`src/rtl/core/iff_pkg.sv`:
```
// ---------------------------------------------------------------------------
// iff_pkg
// Shared types, widths, character codes and helpers of the integer field
// formatter.
// ---------------------------------------------------------------------------
package iff_pkg;

  // Field widths of the input and result transactions.
  localparam int VALUE_W = 32;
  localparam int BASE_W  = 6;
  localparam int FW_W    = 7;
  localparam int MD_W    = 6;
  localparam int CHAR_W  = 8;
  localparam int DIGIT_W = 6;
  // Width of every length, boundary and position inside one field.
  localparam int LEN_W   = 8;

  // Base limits and the bases that carry an alternate prefix.
  localparam logic [BASE_W-1:0] BASE_MIN = 6'd2;
  localparam logic [BASE_W-1:0] BASE_MAX = 6'd36;
  localparam logic [BASE_W-1:0] BASE_HEX = 6'd16;
  localparam logic [BASE_W-1:0] BASE_OCT = 6'd8;

  // Character codes.
  localparam logic [CHAR_W-1:0] CH_NUL     = 8'h00;
  localparam logic [CHAR_W-1:0] CH_SPACE   = 8'h20;
  localparam logic [CHAR_W-1:0] CH_PLUS    = 8'h2B;
  localparam logic [CHAR_W-1:0] CH_MINUS   = 8'h2D;
  localparam logic [CHAR_W-1:0] CH_ZERO    = 8'h30;
  localparam logic [CHAR_W-1:0] CH_UPPER_A = 8'h41;
  localparam logic [CHAR_W-1:0] CH_LOWER_A = 8'h61;
  localparam logic [CHAR_W-1:0] CH_X       = 8'h78;

  // Controller states.
  typedef enum logic [2:0] {
    S_IDLE,
    S_START,
    S_CHECK,
    S_DIVIDE,
    S_SIZE,
    S_BOUND,
    S_EMIT,
    S_ERROR
  } iff_state_t;

  // Commands from the controller to the datapath.
  typedef struct packed {
    logic load;
    logic start_div;
    logic store_digit;
    logic store_zero;
    logic size;
    logic bound;
    logic emit;
    logic emit_err;
  } iff_cmd_t;

  // Status from the datapath to the controller.
  typedef struct packed {
    logic base_bad;
    logic quot_zero;
    logic dc_zero;
    logic digits_full;
    logic div_done;
    logic slot_free;
    logic emit_last;
  } iff_sts_t;

  // ASCII character of one digit value, letters above nine.
  function automatic logic [CHAR_W-1:0] digit_char(input logic [DIGIT_W-1:0] d,
                                                    input logic upper);
    logic [CHAR_W-1:0] d_ext;
    d_ext = {{(CHAR_W-DIGIT_W){1'b0}}, d};
    if (d < 6'd10) begin
      digit_char = CH_ZERO + d_ext;
    end else begin
      digit_char = (upper ? CH_UPPER_A : CH_LOWER_A) + d_ext - 8'd10;
    end
  endfunction

endpackage

```
`src/rtl/core/iff_in_if.sv`:
```
// ---------------------------------------------------------------------------
// iff_in_if
// Input channel: one value with its conversion spec per transaction.
// ---------------------------------------------------------------------------
interface iff_in_if;
  logic                           valid;
  logic                           ready;
  logic [iff_pkg::VALUE_W-1:0]    value;
  logic [iff_pkg::BASE_W-1:0]     base;
  logic [iff_pkg::FW_W-1:0]       field_width;
  logic [iff_pkg::MD_W-1:0]       min_digits;
  logic                           signed_conv;
  logic                           force_plus;
  logic                           space_sign;
  logic                           alt_prefix;
  logic                           zero_pad;
  logic                           left_align;
  logic                           upper_digits;

  modport source (
    output valid, value, base, field_width, min_digits, signed_conv, force_plus,
           space_sign, alt_prefix, zero_pad, left_align, upper_digits,
    input  ready
  );

  modport sink (
    input  valid, value, base, field_width, min_digits, signed_conv, force_plus,
           space_sign, alt_prefix, zero_pad, left_align, upper_digits,
    output ready
  );
endinterface

```
`src/rtl/core/iff_out_if.sv`:
```
// ---------------------------------------------------------------------------
// iff_out_if
// Result channel: one formatted character per transaction.
// ---------------------------------------------------------------------------
interface iff_out_if;
  logic                        valid;
  logic                        ready;
  logic [iff_pkg::CHAR_W-1:0]  char_out;
  logic                        last;
  logic                        error;

  modport source (
    output valid, char_out, last, error,
    input  ready
  );

  modport sink (
    input  valid, char_out, last, error,
    output ready
  );
endinterface

```
`src/rtl/core/iff_div.sv`:
```
// ---------------------------------------------------------------------------
// iff_div
// Restoring radix-2 divider: a 32-bit dividend by a 6-bit base, one
// quotient bit per cycle; done pulses in the cycle after the last step.
// ---------------------------------------------------------------------------
module iff_div (
  input  logic                           clk,
  input  logic                           rst_n,
  input  logic                           start,
  input  logic [iff_pkg::VALUE_W-1:0]    dividend,
  input  logic [iff_pkg::BASE_W-1:0]     divisor,
  output logic                           done,
  output logic [iff_pkg::VALUE_W-1:0]    quotient,
  output logic [iff_pkg::DIGIT_W-1:0]    remainder
);

  localparam int CNT_W = $clog2(iff_pkg::VALUE_W);

  logic [iff_pkg::VALUE_W-1:0] q_r, q_nxt;
  logic [iff_pkg::DIGIT_W-1:0] rem_r, rem_nxt;
  logic [CNT_W-1:0]            cnt_r, cnt_nxt;
  logic                        run_r, run_nxt;
  logic                        done_r, done_nxt;
  logic [iff_pkg::DIGIT_W:0]   partial;
  logic [iff_pkg::DIGIT_W:0]   diff;

  // One shift-and-subtract step.
  always_comb begin
    partial  = {rem_r, q_r[iff_pkg::VALUE_W-1]};
    diff     = partial - {1'b0, divisor};
    q_nxt    = q_r;
    rem_nxt  = rem_r;
    cnt_nxt  = cnt_r;
    run_nxt  = run_r;
    done_nxt = 1'b0;
    if (start) begin
      q_nxt   = dividend;
      rem_nxt = '0;
      cnt_nxt = '0;
      run_nxt = 1'b1;
    end else if (run_r) begin
      if (partial >= {1'b0, divisor}) begin
        rem_nxt = diff[iff_pkg::DIGIT_W-1:0];
        q_nxt   = {q_r[iff_pkg::VALUE_W-2:0], 1'b1};
      end else begin
        rem_nxt = partial[iff_pkg::DIGIT_W-1:0];
        q_nxt   = {q_r[iff_pkg::VALUE_W-2:0], 1'b0};
      end
      cnt_nxt = cnt_r + 1'b1;
      if (cnt_r == CNT_W'(iff_pkg::VALUE_W - 1)) begin
        run_nxt  = 1'b0;
        done_nxt = 1'b1;
      end
    end
  end

  // Step registers.
  always_ff @(posedge clk) begin
    if (!rst_n) begin
      run_r  <= 1'b0;
      done_r <= 1'b0;
      cnt_r  <= '0;
    end else begin
      run_r  <= run_nxt;
      done_r <= done_nxt;
      cnt_r  <= cnt_nxt;
    end
    q_r   <= q_nxt;
    rem_r <= rem_nxt;
  end

  assign done      = done_r;
  assign quotient  = q_r;
  assign remainder = rem_r;

endmodule

```
`src/rtl/core/iff_dpath.sv`:
```
// ---------------------------------------------------------------------------
// iff_dpath
// Datapath: spec registers, sign and magnitude, digit store, field layout
// and the output register that emits one character per transaction.
// ---------------------------------------------------------------------------
module iff_dpath #(
  parameter int MAX_DIGITS    = 32,
  parameter int MAX_OUT_CHARS = 64
) (
  input  logic              clk,
  input  logic              rst_n,
  input  iff_pkg::iff_cmd_t cmd,
  output iff_pkg::iff_sts_t sts,
  iff_in_if.sink            in_ch,
  iff_out_if.source         out_ch
);

  localparam int AW    = (MAX_DIGITS > 1) ? $clog2(MAX_DIGITS) : 1;
  localparam int CW    = $clog2(MAX_DIGITS + 1);
  localparam int LEN_W = iff_pkg::LEN_W;
  localparam logic [LEN_W-1:0] OUT_LIMIT = LEN_W'(MAX_OUT_CHARS);

  // Spec registers.
  logic [iff_pkg::BASE_W-1:0]  base_r;
  logic [iff_pkg::FW_W-1:0]    fw_r;
  logic [iff_pkg::MD_W-1:0]    md_r;
  logic                        left_r, zpad_r, upper_r;
  logic [iff_pkg::CHAR_W-1:0]  sign_ch_r, sign_ch_nxt;
  logic                        sl_r, sl_nxt;
  logic [1:0]                  pl_r, pl_nxt;
  logic [iff_pkg::VALUE_W-1:0] mag;

  // Conversion state.
  logic [iff_pkg::VALUE_W-1:0] quot_r, quot_nxt;
  logic [CW-1:0]               dc_r, dc_nxt;
  logic [iff_pkg::DIGIT_W-1:0] digit_mem [MAX_DIGITS];
  logic [iff_pkg::DIGIT_W-1:0] rd_data_r;
  logic [AW-1:0]               rd_idx_r, rd_idx_nxt;

  // Layout registers.
  logic [LEN_W-1:0] lead_r, zfill_r, pzero_r, trail_r;
  logic [LEN_W-1:0] b1_r, b2_r, b3_r, b4_r, b5_r, limit_r;
  logic [LEN_W-1:0] pos_r, pos_nxt;
  logic [LEN_W-1:0] dc_len, md_len, prec, fixed, fw_len, pad;
  logic [LEN_W-1:0] b2_c, b3_c, b4_c, b5_c, total_c;

  // Output register.
  logic                        out_valid_r;
  logic [iff_pkg::CHAR_W-1:0]  out_char_r, char_c;
  logic                        out_last_r, out_err_r;
  logic                        in_digits, emit_last;

  // Divider.
  logic                        div_done;
  logic [iff_pkg::VALUE_W-1:0] div_q;
  logic [iff_pkg::DIGIT_W-1:0] div_rem;

  iff_div u_div (
    .clk       (clk),
    .rst_n     (rst_n),
    .start     (cmd.start_div),
    .dividend  (quot_r),
    .divisor   (base_r),
    .done      (div_done),
    .quotient  (div_q),
    .remainder (div_rem)
  );

  // Sign character, magnitude and prefix length of the incoming transaction.
  always_comb begin
    sign_ch_nxt = iff_pkg::CH_NUL;
    sl_nxt      = 1'b0;
    mag         = in_ch.value;
    if (in_ch.signed_conv) begin
      if (in_ch.value[iff_pkg::VALUE_W-1]) begin
        sign_ch_nxt = iff_pkg::CH_MINUS;
        sl_nxt      = 1'b1;
        mag         = '0 - in_ch.value;
      end else if (in_ch.force_plus) begin
        sign_ch_nxt = iff_pkg::CH_PLUS;
        sl_nxt      = 1'b1;
      end else if (in_ch.space_sign) begin
        sign_ch_nxt = iff_pkg::CH_SPACE;
        sl_nxt      = 1'b1;
      end
    end
    pl_nxt = 2'd0;
    if (in_ch.alt_prefix) begin
      if (in_ch.base == iff_pkg::BASE_HEX) begin
        pl_nxt = 2'd2;
      end else if (in_ch.base == iff_pkg::BASE_OCT) begin
        pl_nxt = 2'd1;
      end
    end
  end

  // Spec capture.
  always_ff @(posedge clk) begin
    if (cmd.load) begin
      base_r    <= in_ch.base;
      fw_r      <= in_ch.field_width;
      md_r      <= in_ch.min_digits;
      left_r    <= in_ch.left_align;
      zpad_r    <= in_ch.zero_pad & ~in_ch.left_align;
      upper_r   <= in_ch.upper_digits;
      sign_ch_r <= sign_ch_nxt;
      sl_r      <= sl_nxt;
      pl_r      <= pl_nxt;
    end
  end

  // Quotient and digit count.
  always_comb begin
    quot_nxt = quot_r;
    dc_nxt   = dc_r;
    if (cmd.load) begin
      quot_nxt = mag;
      dc_nxt   = '0;
    end else if (cmd.store_zero) begin
      dc_nxt = CW'(1);
    end else if (cmd.store_digit) begin
      quot_nxt = div_q;
      dc_nxt   = dc_r + 1'b1;
    end
  end

  // Field length arithmetic for the layout.
  always_comb begin
    dc_len  = LEN_W'(dc_r);
    md_len  = LEN_W'(md_r);
    fw_len  = LEN_W'(fw_r);
    prec    = (md_len > dc_len) ? md_len : dc_len;
    fixed   = LEN_W'(sl_r) + LEN_W'(pl_r) + prec;
    pad     = (fw_len > fixed) ? fw_len - fixed : '0;
    b2_c    = lead_r + LEN_W'(sl_r);
    b3_c    = b2_c + LEN_W'(pl_r);
    b4_c    = b3_c + zfill_r + pzero_r;
    b5_c    = b4_c + dc_len;
    total_c = b5_c + trail_r;
  end

  // Character at the current position.
  always_comb begin
    in_digits = (pos_r >= b4_r) && (pos_r < b5_r);
    emit_last = (pos_r + LEN_W'(1)) == limit_r;
    if (pos_r < b1_r) begin
      char_c = iff_pkg::CH_SPACE;
    end else if (pos_r < b2_r) begin
      char_c = sign_ch_r;
    end else if (pos_r < b3_r) begin
      char_c = (pos_r == b2_r) ? iff_pkg::CH_ZERO : iff_pkg::CH_X;
    end else if (pos_r < b4_r) begin
      char_c = iff_pkg::CH_ZERO;
    end else if (in_digits) begin
      char_c = iff_pkg::digit_char(rd_data_r, upper_r);
    end else begin
      char_c = iff_pkg::CH_SPACE;
    end
  end

  // Digit read pointer walks from the most significant digit down.
  always_comb begin
    rd_idx_nxt = rd_idx_r;
    pos_nxt    = pos_r;
    if (cmd.size) begin
      rd_idx_nxt = AW'(dc_r - CW'(1));
      pos_nxt    = '0;
    end else if (cmd.emit) begin
      pos_nxt = pos_r + LEN_W'(1);
      if (in_digits) begin
        rd_idx_nxt = rd_idx_r - AW'(1);
      end
    end
  end

  // Digit store: one write port, one registered read port.
  always_ff @(posedge clk) begin
    if (cmd.store_zero) begin
      digit_mem[0] <= '0;
    end else if (cmd.store_digit && (dc_r < CW'(MAX_DIGITS))) begin
      digit_mem[dc_r[AW-1:0]] <= div_rem;
    end
    rd_data_r <= digit_mem[rd_idx_nxt];
  end

  // Layout registers.
  always_ff @(posedge clk) begin
    if (cmd.size) begin
      lead_r  <= (!zpad_r && !left_r) ? pad : '0;
      zfill_r <= zpad_r ? pad : '0;
      trail_r <= left_r ? pad : '0;
      pzero_r <= prec - dc_len;
    end
    if (cmd.bound) begin
      b1_r    <= lead_r;
      b2_r    <= b2_c;
      b3_r    <= b3_c;
      b4_r    <= b4_c;
      b5_r    <= b5_c;
      limit_r <= (total_c > OUT_LIMIT) ? OUT_LIMIT : total_c;
    end
  end

  // Control registers of the datapath.
  always_ff @(posedge clk) begin
    if (!rst_n) begin
      quot_r      <= '0;
      dc_r        <= '0;
      pos_r       <= '0;
      rd_idx_r    <= '0;
      out_valid_r <= 1'b0;
    end else begin
      quot_r   <= quot_nxt;
      dc_r     <= dc_nxt;
      pos_r    <= pos_nxt;
      rd_idx_r <= rd_idx_nxt;
      if (cmd.emit || cmd.emit_err) begin
        out_valid_r <= 1'b1;
      end else if (out_ch.ready) begin
        out_valid_r <= 1'b0;
      end
    end
  end

  // Output payload.
  always_ff @(posedge clk) begin
    if (cmd.emit_err) begin
      out_char_r <= iff_pkg::CH_NUL;
      out_last_r <= 1'b1;
      out_err_r  <= 1'b1;
    end else if (cmd.emit) begin
      out_char_r <= char_c;
      out_last_r <= emit_last;
      out_err_r  <= 1'b0;
    end
  end

  assign out_ch.valid    = out_valid_r;
  assign out_ch.char_out = out_char_r;
  assign out_ch.last     = out_last_r;
  assign out_ch.error    = out_err_r;

  // Status to the controller.
  always_comb begin
    sts.base_bad    = (base_r < iff_pkg::BASE_MIN) || (base_r > iff_pkg::BASE_MAX);
    sts.quot_zero   = (quot_r == '0);
    sts.dc_zero     = (dc_r == '0);
    sts.digits_full = (dc_r == CW'(MAX_DIGITS));
    sts.div_done    = div_done;
    sts.slot_free   = !out_valid_r || out_ch.ready;
    sts.emit_last   = emit_last;
  end

endmodule

```
`src/rtl/core/iff_ctrl.sv`:
```
// ---------------------------------------------------------------------------
// iff_ctrl
// Controller: sequences capture, digit extraction, layout and character
// emission of one transaction at a time.
// ---------------------------------------------------------------------------
module iff_ctrl (
  input  logic                clk,
  input  logic                rst_n,
  input  logic                in_valid,
  output logic                in_ready,
  input  iff_pkg::iff_sts_t   sts,
  output iff_pkg::iff_cmd_t   cmd
);

  iff_pkg::iff_state_t state_r, state_nxt;

  // State register.
  always_ff @(posedge clk) begin
    if (!rst_n) begin
      state_r <= iff_pkg::S_IDLE;
    end else begin
      state_r <= state_nxt;
    end
  end

  // Next state.
  always_comb begin
    state_nxt = state_r;
    unique case (state_r)
      iff_pkg::S_IDLE: begin
        if (in_valid) state_nxt = iff_pkg::S_START;
      end
      iff_pkg::S_START: begin
        state_nxt = sts.base_bad ? iff_pkg::S_ERROR : iff_pkg::S_CHECK;
      end
      iff_pkg::S_CHECK: begin
        if (sts.quot_zero || sts.digits_full) begin
          state_nxt = iff_pkg::S_SIZE;
        end else begin
          state_nxt = iff_pkg::S_DIVIDE;
        end
      end
      iff_pkg::S_DIVIDE: begin
        if (sts.div_done) state_nxt = iff_pkg::S_CHECK;
      end
      iff_pkg::S_SIZE: begin
        state_nxt = iff_pkg::S_BOUND;
      end
      iff_pkg::S_BOUND: begin
        state_nxt = iff_pkg::S_EMIT;
      end
      iff_pkg::S_EMIT: begin
        if (sts.slot_free && sts.emit_last) state_nxt = iff_pkg::S_IDLE;
      end
      iff_pkg::S_ERROR: begin
        if (sts.slot_free) state_nxt = iff_pkg::S_IDLE;
      end
      default: state_nxt = iff_pkg::S_IDLE;
    endcase
  end

  // Commands.
  always_comb begin
    cmd      = '0;
    in_ready = 1'b0;
    unique case (state_r)
      iff_pkg::S_IDLE: begin
        in_ready = 1'b1;
        cmd.load = in_valid;
      end
      iff_pkg::S_START: begin
      end
      iff_pkg::S_CHECK: begin
        if (sts.quot_zero) begin
          cmd.store_zero = sts.dc_zero;
        end else if (!sts.digits_full) begin
          cmd.start_div = 1'b1;
        end
      end
      iff_pkg::S_DIVIDE: begin
        cmd.store_digit = sts.div_done;
      end
      iff_pkg::S_SIZE: begin
        cmd.size = 1'b1;
      end
      iff_pkg::S_BOUND: begin
        cmd.bound = 1'b1;
      end
      iff_pkg::S_EMIT: begin
        cmd.emit = sts.slot_free;
      end
      iff_pkg::S_ERROR: begin
        cmd.emit_err = sts.slot_free;
      end
      default: begin
      end
    endcase
  end

endmodule

```
`src/rtl/core/integer_field_formatter.sv`:
```
// ---------------------------------------------------------------------------
// integer_field_formatter
// Formats one 32-bit integer printf-style and emits the field one ASCII
// character per result transaction, with last on the final character.
// ---------------------------------------------------------------------------
// One input transaction is processed at a time. Digits come one by one
// from a single bit-serial divider; a value has at most 32 digits, for
// base 2, and the field at most MAX_OUT_CHARS characters, emitted one
// character per cycle while the sink is ready. A base outside 2..36 yields
// a single result with error set, emitted from the error state once the
// output register is free. A finished character waits in the output
// register, and the next transaction is accepted as soon as the last
// character has been loaded there. Fields longer than MAX_OUT_CHARS are
// cut, with last on the final character emitted; values needing more than
// MAX_DIGITS digits lose their most significant digits.
module integer_field_formatter #(
  parameter int MAX_DIGITS    = 32,
  parameter int MAX_OUT_CHARS = 64
) (
  input  logic      clk,
  input  logic      rst_n,
  iff_in_if.sink    in_ch,
  iff_out_if.source out_ch
);

  iff_pkg::iff_cmd_t cmd;
  iff_pkg::iff_sts_t sts;

  // Sequencing.
  iff_ctrl u_ctrl (
    .clk      (clk),
    .rst_n    (rst_n),
    .in_valid (in_ch.valid),
    .in_ready (in_ch.ready),
    .sts      (sts),
    .cmd      (cmd)
  );

  // Conversion and output.
  iff_dpath #(
    .MAX_DIGITS    (MAX_DIGITS),
    .MAX_OUT_CHARS (MAX_OUT_CHARS)
  ) u_dpath (
    .clk    (clk),
    .rst_n  (rst_n),
    .cmd    (cmd),
    .sts    (sts),
    .in_ch  (in_ch),
    .out_ch (out_ch)
  );

endmodule

```
`src/flat_wrapper.sv`:
```
// flat-port wrapper written by rule: the top's interface ports become plain ports
module integer_field_formatter_flat 
#(
  parameter int MAX_DIGITS    = 32,
  parameter int MAX_OUT_CHARS = 64
)
  (clk, rst_n, in_ch_valid, in_ch_value, in_ch_base, in_ch_field_width, in_ch_min_digits, in_ch_signed_conv, in_ch_force_plus, in_ch_space_sign, in_ch_alt_prefix, in_ch_zero_pad, in_ch_left_align, in_ch_upper_digits, in_ch_ready, out_ch_valid, out_ch_char_out, out_ch_last, out_ch_error, out_ch_ready);
  iff_in_if in_ch_i ();
  iff_out_if out_ch_i ();
  input  logic clk;
  input  logic rst_n;
  input wire logic [$bits(in_ch_i.valid)-1:0] in_ch_valid;
  input wire logic [$bits(in_ch_i.value)-1:0] in_ch_value;
  input wire logic [$bits(in_ch_i.base)-1:0] in_ch_base;
  input wire logic [$bits(in_ch_i.field_width)-1:0] in_ch_field_width;
  input wire logic [$bits(in_ch_i.min_digits)-1:0] in_ch_min_digits;
  input wire logic [$bits(in_ch_i.signed_conv)-1:0] in_ch_signed_conv;
  input wire logic [$bits(in_ch_i.force_plus)-1:0] in_ch_force_plus;
  input wire logic [$bits(in_ch_i.space_sign)-1:0] in_ch_space_sign;
  input wire logic [$bits(in_ch_i.alt_prefix)-1:0] in_ch_alt_prefix;
  input wire logic [$bits(in_ch_i.zero_pad)-1:0] in_ch_zero_pad;
  input wire logic [$bits(in_ch_i.left_align)-1:0] in_ch_left_align;
  input wire logic [$bits(in_ch_i.upper_digits)-1:0] in_ch_upper_digits;
  output wire logic [$bits(in_ch_i.ready)-1:0] in_ch_ready;
  output wire logic [$bits(out_ch_i.valid)-1:0] out_ch_valid;
  output wire logic [$bits(out_ch_i.char_out)-1:0] out_ch_char_out;
  output wire logic [$bits(out_ch_i.last)-1:0] out_ch_last;
  output wire logic [$bits(out_ch_i.error)-1:0] out_ch_error;
  input wire logic [$bits(out_ch_i.ready)-1:0] out_ch_ready;
  assign in_ch_i.valid = in_ch_valid;
  assign in_ch_i.value = in_ch_value;
  assign in_ch_i.base = in_ch_base;
  assign in_ch_i.field_width = in_ch_field_width;
  assign in_ch_i.min_digits = in_ch_min_digits;
  assign in_ch_i.signed_conv = in_ch_signed_conv;
  assign in_ch_i.force_plus = in_ch_force_plus;
  assign in_ch_i.space_sign = in_ch_space_sign;
  assign in_ch_i.alt_prefix = in_ch_alt_prefix;
  assign in_ch_i.zero_pad = in_ch_zero_pad;
  assign in_ch_i.left_align = in_ch_left_align;
  assign in_ch_i.upper_digits = in_ch_upper_digits;
  assign in_ch_ready = in_ch_i.ready;
  assign out_ch_valid = out_ch_i.valid;
  assign out_ch_char_out = out_ch_i.char_out;
  assign out_ch_last = out_ch_i.last;
  assign out_ch_error = out_ch_i.error;
  assign out_ch_i.ready = out_ch_ready;
  integer_field_formatter #(.MAX_DIGITS(MAX_DIGITS), .MAX_OUT_CHARS(MAX_OUT_CHARS)) u_core (.clk(clk), .rst_n(rst_n), .in_ch(in_ch_i), .out_ch(out_ch_i));
endmodule
```
`config.mk`:
```
export PLATFORM = sky130hd
export DESIGN_NAME = integer_field_formatter_flat
export DESIGN_NICKNAME = d
export VERILOG_FILES = /design/src/rtl/core/iff_pkg.sv /design/src/rtl/core/iff_in_if.sv /design/src/rtl/core/iff_out_if.sv /design/src/rtl/core/iff_div.sv /design/src/rtl/core/iff_dpath.sv /design/src/rtl/core/iff_ctrl.sv /design/src/rtl/core/integer_field_formatter.sv /design/src/flat_wrapper.sv
export SDC_FILE = /design/constraint.sdc
export NUM_CORES = 1
export LEC_CHECK = 0
export BUFFER_PORTS_ARGS = -buffer_cell sky130_fd_sc_hd__buf_2
export CAP_MARGIN = 20
export CORE_ASPECT_RATIO = 0.6
export CORE_UTILIZATION = 60
export CTS_BUF_LIST = sky130_fd_sc_hd__clkbuf_2
export DETAILED_ROUTE_END_ITERATION = 8
export GPL_TIMING_DRIVEN = 0
export PLACE_DENSITY_LB_ADDON = 0.15
export SLEW_MARGIN = 20
export SYNTH_ARGS = -nofsm -noshare
export SYNTH_HDL_FRONTEND = slang
export SYNTH_SLANG_ARGS = --single-unit
```
`constraint.sdc`:
```
create_clock -name clk -period 14.7 [get_ports clk]
set_input_delay 3.675 -clock clk [delete_from_list [all_inputs] [get_ports clk]]
set_output_delay 3.675 -clock clk [all_outputs]
set_load 0.02 [all_outputs]
```
# After elaboration in Yosys (flattened, before gate mapping)
# Memories as Yosys holds them, arrays and structs flattened. A register that Yosys moved wholly into a read port is not among the register bits.
# Cells that the tools add are included.
# classes
add_sub_neg,20
order_cmp,14
eq_ne,18
muxes,65
bitwise,6
reduce_logical,29
# op_table
op,count
32-bit 2-to-1 mux,7
8-bit 2-to-1 mux,7
6-bit 2-to-1 mux,7
8-bit less-than comparator,5
32-bit zero test,1
1-bit by 32-bit subtractor with 32-bit output (first input constant),1
1-bit 2-to-1 mux,31
8-bit adder,3
3-bit one-hot mux with 8 select lines,1
5-bit 2-to-1 mux,4
3-bit 2-to-1 mux,6
8-bit equality test,2
3-bit equality test (second input constant),4
2-bit OR reduction,5
5-bit by 1-bit subtractor with 5-bit output (second input constant),2
3-bit OR reduction,3
7-bit by 6-bit adder with 8-bit output,1
8-bit by 1-bit adder with 8-bit output,1
8-bit by 1-bit adder with 8-bit output (second input constant),1
8-bit by 2-bit adder with 8-bit output,1
8-bit by 6-bit adder with 8-bit output,1
8-bit >= comparator,1
8-bit by 7-bit > comparator with 1-bit output (second input constant),1
2-bit != test (second input constant),4
36 further kinds,52
# word_totals
ff_bits,223
mem_bits_rw,192
input_bits,62
output_inout_bits,12
n_memories,1
# memory_table
name,depth,width,read_ports,rd_clocked_by_memory_dff,write_ports,line,rtl
u_core.u_dpath.digit_mem,32,6,1,1,1,iff_dpath.sv:36,logic [iff_pkg::DIGIT_W-1:0] digit_mem [MAX_DIGITS];

# Depth between registers and ports, before layout
# Gate-level depths: netlist of run 1.
# depth
word_depth,9
depth_mapped,25
ltp_nobuf,24

# Worst setup path after synthesis of run 1
# OpenSTA, ideal clock, no wires.
# synth_path
kind,in2reg
start,input in_ch_value[4]
end,register u_core.u_dpath.quot_r[29] (netlist bit)
t_arrival_ns,5.762
path_slack_ns,8.821
stages,9
path_cell_list,or3_1 > or3_1 > nor3_1 > nand2_1 > nor4_2 > nand3b_1 > o41ai_1 > xnor2_1 > o211a_1
# synth_between
elab_chain_cells,4
# synth_lines
element,line,rtl
start: declaration,flat_wrapper.sv:13,input wire logic [$bits(in_ch_i.value)-1:0] in_ch_value;
1-bit by 32-bit subtractor with 32-bit output,iff_dpath.sv:78,mag = '0 - in_ch.value;
32-bit 2-to-1 mux,iff_dpath.sv:75,if (in_ch.value[iff_pkg::VALUE_W-1]) begin
32-bit 2-to-1 mux,iff_dpath.sv:74,if (in_ch.signed_conv) begin
32-bit 2-to-1 mux,iff_dpath.sv:116,if (cmd.load) begin
end signal: assignment,iff_dpath.sv:213,quot_r <= quot_nxt;
end: declaration,iff_dpath.sv:34,"logic [iff_pkg::VALUE_W-1:0] quot_r, quot_nxt;"
# No other way between the ends.
# A chain may end at the register's enable or synchronous reset.

# Worst setup path after layout of run 1
# layout_path
start,input out_ch_ready
end,"register u_core.u_dpath.rd_data_r[0] (netlist bit), read port of u_core.u_dpath.digit_mem"
# layout_between
elab_chain_cells,4
# layout_lines
element,line,rtl
start: declaration,flat_wrapper.sv:29,input wire logic [$bits(out_ch_i.ready)-1:0] out_ch_ready;
1-bit logical OR,iff_dpath.sv:250,sts.slot_free = !out_valid_r || out_ch.ready;
1-bit 2-to-1 mux,iff_ctrl.sv:66,unique case (state_r)
5-bit 2-to-1 mux,iff_dpath.sv:168,end else if (cmd.emit) begin
5-bit 2-to-1 mux,iff_dpath.sv:165,if (cmd.size) begin
end: declaration,iff_dpath.sv:37,logic [iff_pkg::DIGIT_W-1:0] rd_data_r;
# No other way between the ends.

==> results of run 1 <==
cells by family after synthesis:
kind of cell,count (synthesis),share of synthesized area (%)
compound gates,354,12.03
xor+xnor,104,4.468
fa+ha+maj,120,7.746
buf+inv,205,3.939
flops,415,55.26
mux,46,2.505
other cells,1,0.01783
simple gates,609,14.03
worst max-delay path by stage:
| stage | slack [ns] | startpoint | cells past startpoint | end |
|---|---|---|---|---|
| final | 7.79 | out_ch_ready | 13 | u_core.u_dpath.rd_data_r[0]$_DFF_P_ |
| after global routing | 7.21 | u_core.u_dpath.dc_r[1]$_SDFFE_PP0P_ | 25 | u_core.u_dpath.lead_r[5]$_SDFFCE_PN0P_ |
| after detailed placement | 7.10 | out_ch_ready | 13 | u_core.u_dpath.rd_data_r[0]$_DFF_P_ |
| after global placement | 7.10 | out_ch_ready | 13 | u_core.u_dpath.rd_data_r[0]$_DFF_P_ |
| after floorplan | 8.82 | in_ch_value[4] | 9 | u_core.u_dpath.quot_r[29]$_SDFFE_PN0P_ |
| after CTS | 7.99 | u_core.u_dpath.dc_r[1]$_SDFFE_PP0P_ | 25 | u_core.u_dpath.lead_r[5]$_SDFFCE_PN0P_ |
synthesized netlist by cell type, drive strengths merged (44+ instances only):
| library cell | instances | area share, % |
|---|---|---|
| a211oi | 44 | 1.6 |
| a21oi | 70 | 1.7 |
| and3 | 61 | 1.8 |
| clkbuf | 49 | 0.88 |
| dfxtp | 84 | 8.0 |
| edfxtp | 331 | 47 |
| ha | 103 | 6.1 |
| inv | 125 | 2.2 |
| nand2 | 223 | 4.0 |
| nand3 | 54 | 1.3 |
| nor2 | 103 | 1.8 |
| o21ai | 46 | 1.1 |
| xnor2 | 64 | 2.7 |
layer usage:
layer | part of all wire [%] | track usage, %
met3 | 13 | 12.61
met5 | 0 | 0
met4 | 2.4 | 8.875
met2 | 39 | 43.37
met1 | 45 | 49.29
critical path: stages:
cell and delay [ns]:
buf_2 0.07, nand2b_1 0.31, and3_1 0.23, clkbuf_1 0.47
nand4_1 0.61, and2_1 0.37, buf_4 0.17, buf_4 0.20
buf_4 0.20, nand2_1 0.08, nand3_1 0.14, a311oi_1 1.01
a221oi_1 0.19
power groups by stage:
stage | Combinational (mW) | Clock (mW) | Sequential, mW
after floorplan | 1.10 | 0 | 1.57
after global placement | 1.51 | 0 | 1.61
after detailed placement | 1.58 | 0 | 1.61
after CTS | 1.59 | 0.761 | 1.58
after global routing | 1.78 | 0.818 | 1.60
final | 1.64 | 0.760 | 1.59
cell type report:
| cell class | count | area, um2 |
|---|---|---|
| tap | 459 | 574.3 |
| antenna | 5 | 12.51 |
| multi-input combinational | 1234 | 8628 |
| clock buffer | 153 | 765.7 |
| clock inverter | 21 | 110.1 |
| sequential | 415 | 11620 |
| inverter | 125 | 469.2 |
| fill | 2643 | 11110 |
| buffer | 80 | 360.3 |
| timing repair buffer | 78 | 442.9 |
stage by stage:
step	power (mW)	setup slack, ns	utilization, %
6_report	3.986	7.794	67.42
4_1_cts	3.935	7.988	67.30
2_1_floorplan	2.676	8.821	-
3_5_place_dp	3.184	7.099	64.73
5_1_grt	4.199	7.209	67.40
3_3_place_gp	3.119	7.102	64.43
cells in the final DEF (no fill, tap or decap), types with 54 or more instances in the layout:
cell type and count:
edfxtp_1 331, nand2_1 221, clkbuf_2 156, inv_1 123
ha_1 103, nor2_1 102, buf_2 90, dfxtp_1 84
a21oi_1 69, xnor2_1 63, and3_1 55, nand3_1 54
==> results.md, run 1 <==
- Status: finished clean
- RSZ-0062 raised after global routing: no
- Initial Util: 61.69%
- Total grt overflow: 0
- Worst R2R Path Depth: 25
- 1st-iter DRT viols: 2,091
- Avg Inst Size Synth: 11.34 um2
- Seq cells post-synth: between 400 and 500
- IO Pins: 74
- Slew headroom: approximately a quarter
- Primary FF master, synth: edfxtp_1
- Sw frac: 40.35%
- Die height: 147.0 um
- Max FFs per register: 192
- Max-slew violations: 0
- Resized Gates After CTS: 0
- Critical path class: in -> reg
- Switching power: 1.608 mW
- Worst Setup End Kind: flip-flop
- Clock slew at reported path FFs: 0.11 ns
- WL final: 57,920 um
- Gate power share: 41.1%
- Die area: 35,830 um2
- Setup_tns: 0 ns
- Crit Path Max Fanout: 10
- Power density over the cells: between 150 and 200 nW/um2
- H-tree depth: 3
- Inst Count DP: 2,389
- Count of cell types in the netlist: a little over 80
- Number of port buffers: 72
- Hold buffers post-CTS: 0
- Int Pwr: 2.378 mW
- Sequential fraction of design power: around 40%
- First-pass DRT Iterations: 5
- Total leakage power: 9.573 nW
- Worst endpoint required time: between 15 and 20 ns
- Clock Path Buffers: 3
- Max-cap violations: 0
- Yosys warnings: 0
- Vias per inst: about 6.2
- Hold WS: 0.4708 ns
- Top reg by flops: u_core.u_dpath.digit_mem
- Worst Hold Launch: u_core.u_dpath.out_ch.char_out[7]$_SDFFE_PP0P_
- CTS tree: done
- Arrival time worst endpoint: 7.75 ns
- IR Drop Worst-Case VDD: roughly 0.00016 V
- Synth async-reset ratio: 0%
- Initial antenna violation count: 2
- Endpoints failing setup: 0
- Clock skew: about 0.066 ns
- Clk sink count: 415
- Routed length per instance: 22.54 um
- Type of origin of the critical path: input pin
- Vias in the first global route: 15,274
- Finished Cell Area: 22,980 um2
- Slew @ Worst Pin: 1.141 ns
- Worst Hold Class: reg -> reg
- Largest net degree at the start of global routing: 40
- Final hold violations: 0
- Postcts setup bufs: 0
- Non-Filler Instances: 2,570
- Seq/Total Area, Yosys: 55.26%
- Number of enable flip-flop cells after synthesis: 331
- FF-to-FF Start: u_core.u_dpath.dc_r[1]$_SDFFE_PP0P_
- Area after DPL: about 22,000 um2
- Clock Root Buffer: clkbuf_2
- # rows: 52
- Die Span X: 243.7 um
- Final period util: 46.98%
- R2R Setup Slk: 7.88 ns
- Global-route wire length before repair: 88,100 um
- Post-route minimum period: approximately 6.9 ns
- Vias: around 16,000
- HPWL after DPL: 42,470 um
- Layout cells sized above 1: between 15 and 20%
- Core box area: 34,090 um2
- Fin nets: 2,209
- Synth Instances: 1,854
- Syn Std Cell Area: 21,030 um2
- Num CTS Buffers: 93
- Drc violations: 0
- Global Route Usage Sum: between 30% and 40%
- Area Overhead vs Synth: 9.293%
- Highest clock rate: between 100 and 150 MHz
- Routability Congestion: 1.056
- Clock latency on the worst-skew pair: about 1.1 ns
- R2R Path End: u_core.u_dpath.lead_r[3]$_SDFFCE_PN0P_
- Hold depth: 2
- Post-route ant nets: 0
- Clk pwr share: between 10% and 20%
- Syn nets: roughly 2,000
- Hold EP: u_core.u_dpath.out_ch.char_out[7]$_SDFFE_PP0P_
Note: power is estimated with default switching activity, not from simulation.
==> run 2, diff against run 1 <==
ABC_AREA = 1   (was default)
clock period = 6.9 ns   (was 14.7 ns; I/O delays follow)
==> run 2 against run 1 <==
Power increased by 120%. Flip-flop and latch count unchanged. Combinational power increased by 130%. Via count increased by 9.7%. Final area increased by 4.1%. Sequential share of layout area decreased by 2.0 points. Clock power increased by 120%. Critical path type is now reg -> reg. Critical endpoint is now u_core.u_dpath.limit_r[2]$_SDFFCE_PN0N_. Highest routed layer unchanged.
==> results.md, run 2 <==
- Status: finished clean
- CTS tree: done
- Die area: 37,100 um2
- Syn nets: 2,524
- Finished Cell Area: 23,930 um2
- First-pass DRT Iterations: 6
- Post-synth top area share: approximately 46%
- Post-route ant nets: 0
- Global Route Usage Sum: 32.04%
- Clk sink count: 415
- Vias per inst: 5.707
- HPWL after DPL: 42,740 um
- Power density over the cells: about 370 nW/um2
- Critical path class: reg -> reg
- Syn Std Cell Area: 21,790 um2
- Number of fill cells: 2,842
- Most common cell after layout, fill and taps aside: nand2_1
- Post-route minimum period: 6.121 ns
- Drc violations: 0
- IR Drop Worst-Case VDD: roughly 0.00020 V
- Total leakage power: 10.54 nW
- Dominant cells by area after synthesis: edfxtp_1 46%, dfxtp_1 7.7%, nand2_1 7.4%
- Area after DPL: 22,980 um2
- Number of port buffers: 72
- Routability Congestion: 0.9884
- Die Span X: 248 um
- Area Overhead vs Synth: 9.844%
- Number of enable flip-flop cells after synthesis: 331
- WL final: 58,050 um
- Leading area contributor after synthesis: edfxtp_1
- Endpoints failing setup: 0
- Total grt overflow: 0
- Routed length per instance: 18.91 um
- Clock Root Buffer: clkbuf_2
- Final period util: 88.71%
- Most frequent cells after synthesis: 427 x nand2_1, 387 x inv_1, 331 x edfxtp_1, 252 x nand3_1, 150 x nor2_1
- Max-cap violations: 0
- 1st-iter DRT viols: 1,983
- Worst endpoint required time: 7.67 ns
- Initial antenna violation count: 3
- Die height: 149.6 um
- H-tree depth: 3
- Setup_tns: 0 ns
- Yosys warnings: 0
- Max-slew violations: 0
- Type of origin of the critical path: flip-flop
- Count of cell types in the netlist: 57
- Most frequent cells in the layout: 426 x nand2_1, 387 x inv_1, 331 x edfxtp_1, 252 x nand3_1, 155 x clkbuf_2
- Global-route wire length before repair: 89,310 um
- Initial Util: between 60% and 70%
- Clock Path Buffers: 3
- Max FFs per register: between 150 and 200
- Clock latency on the worst-skew pair: 1.06 ns
- Core box area: about 35,000 um2
- Clock skew: 0.07655 ns
- Largest net degree at the start of global routing: 41
- Vias: 17,522
- RSZ-0062 raised after global routing: no
- Fin nets: 2,702
- Worst Setup End Kind: flip-flop
- Num CTS Buffers: 95
- IO Pins: 74
- Primary FF master, synth: edfxtp_1
- Top reg by flops: u_core.u_dpath.digit_mem
- Postcts setup bufs: 0
- Seq/Total Area, Yosys: 53.34%
- Vias in the first global route: 16,436
- Arrival time worst endpoint: 6.89 ns
- # rows: between 50 and 60
- Avg Inst Size Synth: just over 9 um2
- Seq cells post-synth: 415
- Crit Path Max Fanout: 5
- Most numerous cell in the Yosys netlist: nand2_1
- Clock slew at reported path FFs: 0.11 ns
- Synth Instances: 2,342
- Hold buffers post-CTS: 0
- Slew headroom: 34.63%
- Final hold violations: 0
- Worst Hold Class: reg -> reg
- Highest clock rate: ~160 MHz
- Resized Gates After CTS: 0
- Synth async-reset ratio: 0%
- Layout cells sized above 1: 12.19%
- Slew @ Worst Pin: 0.9716 ns
-- run 2: cell types whose count changed after synthesis, sizes merged, moves of 57 or more --
cell   change
and3      -60
nand3    +200
nand2    +212
nor2      +57
inv      +270
o21ai     +57
-- run 2: routing by layer --
metal / GRT usage [%] / routed length [um] / part of all wire [%] / vias to the layer above
li1: - / - / - / 8258
met1: 48.75 / 26230 / 45 / 8183
met2: 43.96 / 23420 / 40 / 988
met3: 9.648 / 7540 / 13 / 93
met4: 8.681 / 858 / 1.5 / 0
met5: 0 / 0 / 0 / -
-- run 2: area by class of cell --
type / instances / area (um2) / area share (%)
flip-flops and latches: 415 / 11620 / 48.56
multi-input cells: 1447 / 8362 / 34.94
inverters: 404 / 1521 / 6.358
clock buffers: 155 / 775.7 / 3.242
well taps: 467 / 584.3 / 2.442
repair buffers: 81 / 570.5 / 2.384
plain buffers: 76 / 342.8 / 1.433
clock inverters: 23 / 147.6 / 0.6170
diodes: 2 / 5.005 / 0.02091
-- run 2: path summary, 6_finish.rpt --
path / startpoint / to / slack [ns] / depth (start not counted)
worst min register to register: u_core.u_dpath.out_ch.error$_SDFFE_PP1P_ / u_core.u_dpath.out_ch.error$_SDFFE_PP1P_ / 0.47 / 2
worst max register to register: u_core.u_dpath.sign_ch_r[5]$_SDFFCE_PN0P_ / u_core.u_dpath.limit_r[2]$_SDFFCE_PN0N_ / 0.78 / 25
worst min-delay path: u_core.u_dpath.out_ch.error$_SDFFE_PP1P_ / u_core.u_dpath.out_ch.error$_SDFFE_PP1P_ / 0.47 / 2
worst max-delay path: u_core.u_dpath.sign_ch_r[5]$_SDFFCE_PN0P_ / u_core.u_dpath.limit_r[2]$_SDFFCE_PN0N_ / 0.78 / 25
-- run 2: stage by stage --
step	util, %	power (mW)	setup WS (ns)	hold WS [ns]	instances
4_1_cts	67.62	8.780	0.8261	0.4706	3067
2_1_floorplan	-	5.988	1.733	0.4307	2342
5_1_grt	67.71	9.425	0.3607	0.4786	3070
3_3_place_gp	64.31	6.943	1.090	0.4351	2881
3_5_place_dp	65.01	7.128	0.8927	0.4552	2889
6_report	67.71	8.865	0.7787	0.4718	3070
-- run 2: cells by family after synthesis --
family                   Yosys count  synth area share [%]
AND/OR/NAND/NOR                  973                 20.25
buffers and inverters            480                 8.552
flip-flops                       415                 53.34
AO/OA/AOI/OAI                    278                 7.311
adder cells (fa/ha/maj)          120                 7.478
XOR/XNOR                          75                 3.050
other                              1               0.01721
-- run 2: critical path: stages, from the launching register on --
cell and delay, ns:
edfxtp_1 0.59, ha_1 0.31, ha_1 0.34, ha_1 0.30
a21oi_1 0.06, nor3_1 0.27, xor2_1 0.44, fa_1 0.50
ha_1 0.37, xnor2_1 0.18, ha_1 0.37, nand2_1 0.07
o21ai_0 0.25, xor2_1 0.21, inv_1 0.10, ha_1 0.34
inv_1 0.06, o21bai_1 0.24, a21oi_1 0.11, o21bai_1 0.18
xnor2_1 0.16, inv_1 0.06, nand2_1 0.07, nand2_2 0.07
o21ai_2 0.14, nor2_2 0.07
-- run 2: power by group --
group	internal (mW)	switching, mW
registers	3.19	0.186
logic	1.27	2.55
clock network	0.663	1.01
